[src/sv/wbd_pkg.sv]
// ============================================================================
// wbd_pkg: shared types and constants for the window breakout detector
// Price width, history depth, configuration reset value, the classified item
// passed from the front end to the back end, and the back end state codes.
// ============================================================================
package wbd_pkg;

    localparam int MAX_WINDOW  = 64;
    localparam int PRICE_BITS  = 32;
    localparam int SLOT_BITS   = $clog2(MAX_WINDOW);
    localparam int CNT_BITS    = $clog2(MAX_WINDOW + 1);
    localparam int WL_BITS     = 7;
    localparam int WL_RESET    = 20;
    localparam int QUEUE_DEPTH = 2;
    localparam int QPTR_BITS   = (QUEUE_DEPTH > 1) ? $clog2(QUEUE_DEPTH) : 1;
    localparam int QCNT_BITS   = $clog2(QUEUE_DEPTH + 1);

    typedef logic [PRICE_BITS-1:0] t_price;

    // One bar after classification by the front end.
    typedef struct packed {
        t_price                bar_high;
        t_price                bar_low;
        t_price                bar_close;
        logic [SLOT_BITS-1:0]  slot;
        logic [CNT_BITS-1:0]   win_len;
        logic                  full;
    } t_item;

    typedef enum logic [1:0] {
        BK_IDLE,
        BK_SCAN,
        BK_DRAIN,
        BK_DONE
    } t_back_state;

endpackage

[src/sv/wbd_ram.sv]
// ============================================================================
// wbd_ram: generic single-write, single-read RAM
// One write port and one read port with registered read data.
// ============================================================================
module wbd_ram #(
    parameter int WIDTH = 8,
    parameter int DEPTH = 16
) (
    input  logic                     i_clk,
    input  logic                     i_wr_en,
    input  logic [$clog2(DEPTH)-1:0] i_wr_addr,
    input  logic [WIDTH-1:0]         i_wr_data,
    input  logic                     i_rd_en,
    input  logic [$clog2(DEPTH)-1:0] i_rd_addr,
    output logic [WIDTH-1:0]         o_rd_data
);

    logic [WIDTH-1:0] r_mem [DEPTH];
    logic [WIDTH-1:0] r_rd_data;

    always_ff @(posedge i_clk) begin
        if (i_wr_en) begin
            r_mem[i_wr_addr] <= i_wr_data;
        end
        if (i_rd_en) begin
            r_rd_data <= r_mem[i_rd_addr];
        end
    end

    assign o_rd_data = r_rd_data;

endmodule

[src/sv/wbd_front.sv]
// ============================================================================
// wbd_front: bar intake and classification
// Holds the window length register, tracks the store slot and the number of
// bars seen, and tags each accepted bar before it enters the queue.
// ============================================================================
module wbd_front (
    input  logic                          i_clk,
    input  logic                          i_rst_n,
    input  logic                          i_cfg_wr_en,
    input  logic [wbd_pkg::WL_BITS-1:0]   i_cfg_wr_data,
    input  logic                          i_valid,
    output logic                          o_stall,
    input  wbd_pkg::t_price               i_bar_high,
    input  wbd_pkg::t_price               i_bar_low,
    input  wbd_pkg::t_price               i_bar_close,
    input  logic                          i_q_full,
    output logic                          o_push,
    output wbd_pkg::t_item                o_item
);

    import wbd_pkg::*;

    logic [WL_BITS-1:0]   r_win_len;
    logic [SLOT_BITS-1:0] r_slot;
    logic [SLOT_BITS-1:0] n_slot;
    logic [CNT_BITS-1:0]  r_bars_seen;
    logic [CNT_BITS-1:0]  n_bars_seen;
    logic [CNT_BITS-1:0]  eff_len;
    logic                 accept;

    // A length of zero scans one bar; lengths past the store depth saturate.
    always_comb begin
        if (r_win_len == '0) begin
            eff_len = CNT_BITS'(1);
        end else if (int'(r_win_len) > MAX_WINDOW) begin
            eff_len = CNT_BITS'(MAX_WINDOW);
        end else begin
            eff_len = CNT_BITS'(r_win_len);
        end
    end

    assign accept = i_valid && !i_q_full;
    assign o_stall = i_q_full;
    assign o_push = accept;

    always_comb begin
        o_item.bar_high  = i_bar_high;
        o_item.bar_low   = i_bar_low;
        o_item.bar_close = i_bar_close;
        o_item.slot      = r_slot;
        o_item.win_len   = eff_len;
        o_item.full      = (r_bars_seen >= eff_len);
    end

    always_comb begin
        n_slot      = r_slot;
        n_bars_seen = r_bars_seen;
        if (accept) begin
            n_slot = (int'(r_slot) == MAX_WINDOW - 1) ? '0 : r_slot + 1'b1;
            if (r_bars_seen != CNT_BITS'(MAX_WINDOW)) begin
                n_bars_seen = r_bars_seen + 1'b1;
            end
        end
    end

    always_ff @(posedge i_clk) begin
        if (!i_rst_n) begin
            r_win_len   <= WL_BITS'(WL_RESET);
            r_slot      <= '0;
            r_bars_seen <= '0;
        end else begin
            if (i_cfg_wr_en) begin
                r_win_len <= i_cfg_wr_data;
            end
            r_slot      <= n_slot;
            r_bars_seen <= n_bars_seen;
        end
    end

endmodule

[src/sv/wbd_queue.sv]
// ============================================================================
// wbd_queue: short item queue between front and back end
// A small register FIFO so that intake and scanning stall independently.
// ============================================================================
module wbd_queue (
    input  logic           i_clk,
    input  logic           i_rst_n,
    input  logic           i_push,
    input  wbd_pkg::t_item i_item,
    output logic           o_full,
    input  logic           i_pop,
    output logic           o_empty,
    output wbd_pkg::t_item o_item
);

    import wbd_pkg::*;

    t_item                r_slots [QUEUE_DEPTH];
    logic [QPTR_BITS-1:0] r_wr_ptr;
    logic [QPTR_BITS-1:0] r_rd_ptr;
    logic [QCNT_BITS-1:0] r_count;
    logic                 do_push;
    logic                 do_pop;

    assign o_full  = (r_count == QCNT_BITS'(QUEUE_DEPTH));
    assign o_empty = (r_count == '0);
    assign o_item  = r_slots[r_rd_ptr];
    assign do_push = i_push && !o_full;
    assign do_pop  = i_pop && !o_empty;

    always_ff @(posedge i_clk) begin
        if (!i_rst_n) begin
            r_wr_ptr <= '0;
            r_rd_ptr <= '0;
            r_count  <= '0;
        end else begin
            if (do_push) begin
                r_wr_ptr <= (int'(r_wr_ptr) == QUEUE_DEPTH - 1) ? '0 : r_wr_ptr + 1'b1;
            end
            if (do_pop) begin
                r_rd_ptr <= (int'(r_rd_ptr) == QUEUE_DEPTH - 1) ? '0 : r_rd_ptr + 1'b1;
            end
            if (do_push && !do_pop) begin
                r_count <= r_count + 1'b1;
            end else if (do_pop && !do_push) begin
                r_count <= r_count - 1'b1;
            end
        end
    end

    always_ff @(posedge i_clk) begin
        if (do_push) begin
            r_slots[r_wr_ptr] <= i_item;
        end
    end

endmodule

[src/sv/wbd_back.sv]
// ============================================================================
// wbd_back: window scan and breakout decision
// Reads the earlier bars from the history RAM one per cycle, keeps the
// running high and low, decides the break, stores the bar and registers the
// result for the output channel.
// ============================================================================
module wbd_back (
    input  logic            i_clk,
    input  logic            i_rst_n,
    input  logic            i_q_empty,
    input  wbd_pkg::t_item  i_item,
    output logic            o_pop,
    output logic            o_valid,
    input  logic            i_stall,
    output wbd_pkg::t_price o_break_level,
    output logic            o_bullish_break,
    output logic            o_bearish_break,
    output logic            o_window_full
);

    import wbd_pkg::*;

    t_back_state          r_state;
    t_back_state          n_state;
    t_item                r_item;
    logic [CNT_BITS-1:0]  r_k;
    logic [CNT_BITS-1:0]  n_k;
    logic                 r_rd_valid;
    t_price               r_win_hi;
    t_price               r_win_lo;
    t_price               fold_hi;
    t_price               fold_lo;
    logic                 r_out_valid;
    logic                 n_out_valid;
    t_price               r_out_level;
    logic                 r_out_bull;
    logic                 r_out_bear;
    logic                 r_out_full;
    logic                 load_item;
    logic                 load_out;
    logic                 out_free;
    logic                 rd_en;
    logic [SLOT_BITS-1:0] rd_addr;
    logic [2*PRICE_BITS-1:0] rd_data;
    t_price               rd_hi;
    t_price               rd_lo;
    logic                 bull;
    logic                 bear;
    int                   slot_diff;

    wbd_ram #(
        .WIDTH (2 * PRICE_BITS),
        .DEPTH (MAX_WINDOW)
    ) u_history (
        .i_clk     (i_clk),
        .i_wr_en   (load_out),
        .i_wr_addr (r_item.slot),
        .i_wr_data ({r_item.bar_high, r_item.bar_low}),
        .i_rd_en   (rd_en),
        .i_rd_addr (rd_addr),
        .o_rd_data (rd_data)
    );

    assign rd_hi = rd_data[2*PRICE_BITS-1:PRICE_BITS];
    assign rd_lo = rd_data[PRICE_BITS-1:0];

    // Slot of the k-th bar before this one, wrapping around the ring.
    always_comb begin
        slot_diff = int'(r_item.slot) - int'(r_k);
        if (slot_diff < 0) begin
            slot_diff = slot_diff + MAX_WINDOW;
        end
        rd_addr = SLOT_BITS'(slot_diff);
    end

    assign fold_hi = (r_rd_valid && (rd_hi > r_win_hi)) ? rd_hi : r_win_hi;
    assign fold_lo = (r_rd_valid && (rd_lo < r_win_lo)) ? rd_lo : r_win_lo;

    assign bull = r_item.full && (r_item.bar_close > r_win_hi) && (r_win_hi != '0);
    assign bear = r_item.full && !bull && (r_item.bar_close < r_win_lo)
                  && (r_win_lo != '0);

    assign out_free = !r_out_valid || !i_stall;

    always_comb begin
        n_state   = r_state;
        n_k       = r_k;
        load_item = 1'b0;
        load_out  = 1'b0;
        rd_en     = 1'b0;
        unique case (r_state)
            BK_IDLE: begin
                if (!i_q_empty) begin
                    load_item = 1'b1;
                    n_k       = CNT_BITS'(1);
                    n_state   = i_item.full ? BK_SCAN : BK_DONE;
                end
            end
            BK_SCAN: begin
                rd_en = 1'b1;
                n_k   = r_k + 1'b1;
                if (r_k == r_item.win_len) begin
                    n_state = BK_DRAIN;
                end
            end
            BK_DRAIN: begin
                n_state = BK_DONE;
            end
            BK_DONE: begin
                if (out_free) begin
                    load_out = 1'b1;
                    n_state  = BK_IDLE;
                end
            end
            default: begin
                n_state = BK_IDLE;
            end
        endcase
    end

    assign o_pop = load_item;
    assign n_out_valid = load_out || (r_out_valid && i_stall);

    always_ff @(posedge i_clk) begin
        if (!i_rst_n) begin
            r_state     <= BK_IDLE;
            r_k         <= '0;
            r_rd_valid  <= 1'b0;
            r_out_valid <= 1'b0;
        end else begin
            r_state     <= n_state;
            r_k         <= n_k;
            r_rd_valid  <= rd_en;
            r_out_valid <= n_out_valid;
        end
    end

    always_ff @(posedge i_clk) begin
        if (load_item) begin
            r_item   <= i_item;
            r_win_hi <= '0;
            r_win_lo <= '1;
        end else begin
            r_win_hi <= fold_hi;
            r_win_lo <= fold_lo;
        end
        if (load_out) begin
            r_out_bull  <= bull;
            r_out_bear  <= bear;
            r_out_full  <= r_item.full;
            r_out_level <= bull ? r_win_hi : (bear ? r_win_lo : '0);
        end
    end

    assign o_valid         = r_out_valid;
    assign o_break_level   = r_out_level;
    assign o_bullish_break = r_out_bull;
    assign o_bearish_break = r_out_bear;
    assign o_window_full   = r_out_full;

endmodule

[src/sv/window_breakout_detector_top.sv]
// ============================================================================
// window_breakout_detector_top: price channel breakout detector
// Flags closes that break the highest high or lowest low of earlier bars.
// ============================================================================
// Each item is one price bar. The result is compared against the N bars
// before it (N from the window length register, zero read as one, capped at
// 64). A bar whose window is full is scanned in the back end through the
// single read port of the history RAM, which delivers one earlier bar per
// cycle; a bar that arrives before N earlier bars have been seen skips the
// scan and reports no break. A two-entry queue in front of the scan lets
// new bars be accepted while a scan is running, and the output register lets
// the next scan proceed while a result waits to be taken. The history RAM
// needs no clearing after reset: only bars already stored are ever scanned.
module window_breakout_detector_top (
    input  logic                        i_clk,
    input  logic                        i_rst_n,
    input  logic                        i_cfg_wr_en,
    input  logic [wbd_pkg::WL_BITS-1:0] i_cfg_wr_data,
    input  logic                        i_valid,
    output logic                        o_stall,
    input  wbd_pkg::t_price             i_bar_high,
    input  wbd_pkg::t_price             i_bar_low,
    input  wbd_pkg::t_price             i_bar_close,
    output logic                        o_valid,
    input  logic                        i_stall,
    output wbd_pkg::t_price             o_break_level,
    output logic                        o_bullish_break,
    output logic                        o_bearish_break,
    output logic                        o_window_full
);

    import wbd_pkg::*;

    t_item q_in_item;
    t_item q_out_item;
    logic  q_push;
    logic  q_full;
    logic  q_pop;
    logic  q_empty;

    wbd_front u_front (
        .i_clk         (i_clk),
        .i_rst_n       (i_rst_n),
        .i_cfg_wr_en   (i_cfg_wr_en),
        .i_cfg_wr_data (i_cfg_wr_data),
        .i_valid       (i_valid),
        .o_stall       (o_stall),
        .i_bar_high    (i_bar_high),
        .i_bar_low     (i_bar_low),
        .i_bar_close   (i_bar_close),
        .i_q_full      (q_full),
        .o_push        (q_push),
        .o_item        (q_in_item)
    );

    wbd_queue u_queue (
        .i_clk   (i_clk),
        .i_rst_n (i_rst_n),
        .i_push  (q_push),
        .i_item  (q_in_item),
        .o_full  (q_full),
        .i_pop   (q_pop),
        .o_empty (q_empty),
        .o_item  (q_out_item)
    );

    wbd_back u_back (
        .i_clk           (i_clk),
        .i_rst_n         (i_rst_n),
        .i_q_empty       (q_empty),
        .i_item          (q_out_item),
        .o_pop           (q_pop),
        .o_valid         (o_valid),
        .i_stall         (i_stall),
        .o_break_level   (o_break_level),
        .o_bullish_break (o_bullish_break),
        .o_bearish_break (o_bearish_break),
        .o_window_full   (o_window_full)
    );

    // A bar never breaks both sides at once.
    a_one_side: assert property (@(posedge i_clk) disable iff (!i_rst_n)
        o_valid |-> !(o_bullish_break && o_bearish_break))
        else $error("bullish and bearish break flagged together");

    // No break is reported before the window has filled.
    a_break_needs_full: assert property (@(posedge i_clk) disable iff (!i_rst_n)
        (o_valid && (o_bullish_break || o_bearish_break)) |-> o_window_full)
        else $error("break flagged with window not full");

    // The level is zero exactly when there is no break.
    a_level_zero: assert property (@(posedge i_clk) disable iff (!i_rst_n)
        (o_valid && !o_bullish_break && !o_bearish_break) |-> (o_break_level == '0))
        else $error("nonzero break level without a break");

    // The scan never pops from an empty queue.
    a_pop_nonempty: assert property (@(posedge i_clk) disable iff (!i_rst_n)
        q_pop |-> !q_empty)
        else $error("queue popped while empty");

endmodule

[config.mk]
export PLATFORM = sky130hd
export DESIGN_NAME = window_breakout_detector_top
export DESIGN_NICKNAME = d
export VERILOG_FILES = /design/src/sv/wbd_pkg.sv /design/src/sv/wbd_ram.sv /design/src/sv/wbd_front.sv /design/src/sv/wbd_queue.sv /design/src/sv/wbd_back.sv /design/src/sv/window_breakout_detector_top.sv
export SDC_FILE = /design/constraint.sdc
export NUM_CORES = 2
export LEC_CHECK = 0
export ABC_AREA = 0
export ABC_CLOCK_PERIOD_IN_PS = 6500
export BUFFER_PORTS_ARGS = -buffer_cell sky130_fd_sc_hd__buf_2
export CORE_MARGIN = 5
export CORE_UTILIZATION = 50
export DETAILED_ROUTE_END_ITERATION = 10
export PLACE_DENSITY_LB_ADDON = 0.25
export SYNTH_ARGS = -nofsm -noshare
export SYNTH_HDL_FRONTEND = slang
export SYNTH_MEMORY_MAX_BITS = 65536
export SYNTH_SLANG_ARGS = --single-unit
[constraint.sdc]
create_clock -name i_clk -period 6.5 [get_ports i_clk]
set_input_delay 0.65 -clock i_clk [delete_from_list [all_inputs] [get_ports i_clk]]
set_output_delay 0.65 -clock i_clk [all_outputs]
set_load 0.05 [all_outputs]
==> summary.md <==
| Metric | Value |
|---|---|
| Chip Width | about 610 µm |
| Worst r2r dst | u_back.u_history.o_rd_data[63]$_DFFE_PP_ |
| CP delay by family, top | adder cells |
| #FFs+latches synth | 4,625 |
| Min-delay worst type | primary input to register |
| Number of global-route vias before repair | 85,460 |
| Max-slew violations | 0 |
| Hold wc startpoint | i_cfg_wr_en |
| Worst Setup Start Kind | register |
| CTS tree | yes |
| Unique masters post-synth | 57 |
| Fmax | between 200 and 250 MHz |
| Syn_area_per_cell | 23.80 µm² |
| Fin. Hold Viols | 0 |
| Initial DRC Count | about 13,000 |
| Critical Path AT | approximately 5.3 ns |
| R2R depth | 9 |
| Crit end category | register |
| Core Region | 0.3532 mm² |
| Worst Path Required | just over 7 ns |
| Global-route wire length before repair | slightly below 700,000 µm |
| Reg2Reg Setup Slack | 1.92 ns |
| Post-synth EDFFs | 4,525 |
| IO buf count | 144 |
| CP cell instances | ha_4 -> inv_1 -> fa_4 -> buf_12 -> buf_4 -> mux4_2 -> mux4_2 -> mux2i_1 -> mux2i_1 |
| DIE AREA | 0.3672 mm² |
| Max-cap violations | 0 |
| Global placer's final weighted congestion | 0.9032 |
| CTS Buf Count | 451 |
| Cells after synthesis | 7,461 |
| Post-cts resize count | 0 |
| Synth async-reset ratio | 0% |
| Crit Path Max Fanout | around 110 |
| Setup Skew | 0.1015 ns |
| Top Ports | 145 |
| Cell count of the worst hold path | 3 |
| Syn nets | between 7,000 and 8,000 |
| Antenna violations before repair | 12 |
| Layout cells sized above 1 | 30.29% |
| CP max stage delay | 1.21 ns |
| Vias | a little under 90,000 |
| Commonest non-fill, non-tap cells in the layout | edfxtp_1, mux4_2, clkbuf_16 |
| Predominant post-synthesis flop cell | edfxtp_1 |
| Routed wire per std cell | approximately 38 µm |
| Peak VDD IR | 0.001189 V |
| Gr usage total | 26.91% |
| Hold_ws | 0.08742 ns |
| Hpwl dp | 259,200 µm |
| Hold worst-path end | u_front.r_win_len[3]$_SDFFE_PN0P_ |
| RSZ-0062 raised after global routing | no |
| Clock Path Buffers | 4 |
| Power Density | 503.7 mW/mm² |
| Grt total ovfl | 0 |
| Largest net degree at the start of global routing | roughly 120 |
| Status | finished, final reports clean |
| Period utilisation layout | 70.48% |
| DRT Pass-1 Iters | 6 |
| Clock-pin transition on the worst setup and hold timing paths | 0.07 ns |
| DR vias/cell | 6.569 |
| Num rows | between 200 and 250 |
| Buf/Inv on CP | 3 |
| Worst r2r src | u_back.r_k[0]$_SDFFE_PN0P_ |
| Number of remaining DRC errors | 0 |
| Max H-tree Level | 5 |
| CTS Sinks | 4,625 |
| Final setup fails | 0 |
| Total Wirelength | 496,700 µm |
| Initial Utilization | roughly half |
| Clk_lat worst skew | 1.02 ns |
| Commonest non-fill, non-tap cell in the layout | edfxtp_1 |
| Post-synthesis cell area | 0.1776 mm² |
| Clk root buf | clkbuf_16 |
| Setup CP Type | register to register |
| Worst slew pin tran | 1.403 ns |
| Slew HR | 6.256% |
| Antenna Violating Nets Remaining | 0 |
| Area Growth Syn to Fin | 13.88% |
| Setup TNS | 0 ns |
| Critical Path Slowest Stage Cell | fa_4 |
| Static leakage | 64.05 nW |
| Die Ht | 605.9 µm |
| Period minus WS final | 4.581 ns |
| Nets | 8,379 |
| Seq/Total Area, Yosys | 77.65% |
| Yosys warnings | 0 |
layout make-up:
class                      instances  area, µm²
multi-input combinational       2385      38200
fill                           25120     151000
antenna                            6      15.01
clock buffer                     559      11840
tap                             4730       5918
clock inverter                   273       2892
inverter                          90      345.3
timing repair buffer             569       5127
sequential                      4625     137900
worst register-to-register path: cells and delay by family (launching register included):
kind | cells | cell delay [ns]
adder cells (fa/ha/maj) | 2 | 1.41
multiplexers | 4 | 1.11
flip-flops | 1 | 0.49
buffers and inverters | 3 | 1.22
synthesized netlist by cell type (2+ instances only):
master / n / area, µm²
a211oi_1: 8 / 60.06
a21boi_0: 6 / 45.04
a21o_1: 14 / 105.1
a21oi_1: 77 / 385.4
a221oi_1: 2 / 17.52
a22o_1: 32 / 280.3
a31oi_1: 33 / 206.5
and2_1: 14 / 87.58
and3_1: 4 / 25.02
buf_1: 9 / 33.78
buf_2: 92 / 460.4
buf_4: 42 / 315.3
buf_6: 17 / 191.4
clkbuf_1: 201 / 754.5
dfxtp_1: 100 / 2002
edfxtp_1: 4525 / 135900
ha_1: 148 / 1852
inv_1: 89 / 334.1
mux2_2: 110 / 1239
mux2i_1: 199 / 1992
mux4_2: 1280 / 28830
nand2_1: 51 / 191.4
nand2b_1: 4 / 25.02
nand3_1: 45 / 225.2
nand3b_1: 4 / 30.03
nand4_1: 34 / 212.7
nor2_1: 106 / 397.9
nor2b_1: 14 / 87.58
nor3_1: 10 / 50.05
nor4_1: 17 / 106.4
nor4b_1: 2 / 17.52
o2111ai_1: 2 / 17.52
o211ai_1: 3 / 22.52
o21a_1: 10 / 75.07
o21ai_0: 98 / 490.5
o31ai_1: 2 / 15.01
or3_1: 10 / 62.56
or3b_2: 2 / 17.52
xnor2_1: 19 / 166.4
xor2_1: 9 / 78.83
per-layer routing:
layer  global-route usage (%)  vias up  routed length (µm)
li1                         -    33320                   -
met3                    4.672      960               52440
met2                    41.92     5364              233600
met5                        0        -                  26
met4                    10.29        4               22210
met1                    38.63    47310              188400
cell families (layout without fill, tap and decap cells):
family                   Yosys count  in the layout  share of synthesized area, %
buffers and inverters            451           1491                         1.179
XOR/XNOR                          29             29                        0.1473
adder cells (fa/ha/maj)          149            149                         1.054
flip-flops                      4625           4625                         77.65
AND/OR/NAND/NOR                  319            319                        0.8744
AO/OA/AOI/OAI                    299            299                         1.041
multiplexers                    1589           1589                         18.05
other                              0              6                             0
worst max-delay path by stage:
stage          slack [ns]                                       end  cells past startpoint                       start
2_1_floorplan        0.57           u_queue.r_slots[0][0]$_DFFE_PP_                      2                     i_valid
3_5_place_dp         1.91  u_back.u_history.o_rd_data[35]$_DFFE_PP_                     10  u_back.r_k[0]$_SDFFE_PN0P_
3_3_place_gp         1.97  u_back.u_history.o_rd_data[35]$_DFFE_PP_                     11  u_back.r_item[8]$_DFFE_PP_
5_1_grt              1.82   u_back.u_history.o_rd_data[1]$_DFFE_PP_                      9  u_back.r_k[0]$_SDFFE_PN0P_
6_report             1.92  u_back.u_history.o_rd_data[63]$_DFFE_PP_                      9  u_back.r_k[0]$_SDFFE_PN0P_
4_1_cts              1.89  u_back.u_history.o_rd_data[38]$_DFFE_PP_                      9  u_back.r_k[0]$_SDFFE_PN0P_
stage by stage:
step / util (%) / power (mW) / instance area [µm²] / cells / setup WS [ns]
2_1_floorplan: - / 65.89 / 177600 / 7461 / 0.5654
4_1_cts: 57.25 / 102.6 / 202200 / 13230 / 1.891
3_5_place_dp: 52.76 / 76.67 / 186400 / 12290 / 1.914
3_3_place_gp: 52.76 / 76.09 / 186400 / 12290 / 1.970
6_report: 57.25 / 101.9 / 202200 / 13240 / 1.919
5_1_grt: 57.25 / 106.0 / 202200 / 13230 / 1.822
registers in the layout, indices dropped and copies added, names as in the netlist, named ones only:
name and count:
u_back.o_valid 1, u_queue.r_wr_ptr 1, u_front.r_win_len 7, u_queue.r_slots 220, u_back.r_item 110, u_back.r_win_hi 32
u_back.u_history.o_rd_data 64, u_queue.r_rd_ptr 1, u_front.r_bars_seen 7, u_back.o_bullish_break 1, u_back.o_bearish_break 1, u_queue.r_count 2
u_back.r_k 7, u_back.o_window_full 1, u_back.u_history.r_mem 4096, u_back.r_rd_valid 1, u_front.r_slot 6, u_back.o_break_level 32
u_back.r_win_lo 32, u_back.r_state 2
repair_timing:
item / CTS / global route
hold buffers: 111 / 0
endpoints found under the hold margin: 200 / 0
buffers inserted: 0 / 0
power by group:
part | internal [mW] | total, mW | switching (mW)
sequential | 37.2 | 38.5 | 1.34
clock | 14.8 | 26.0 | 11.2
combinational | 17.8 | 37.3 | 19.5
total | 69.8 | 102 | 32.1
Power figures use the tool's default switching activity.
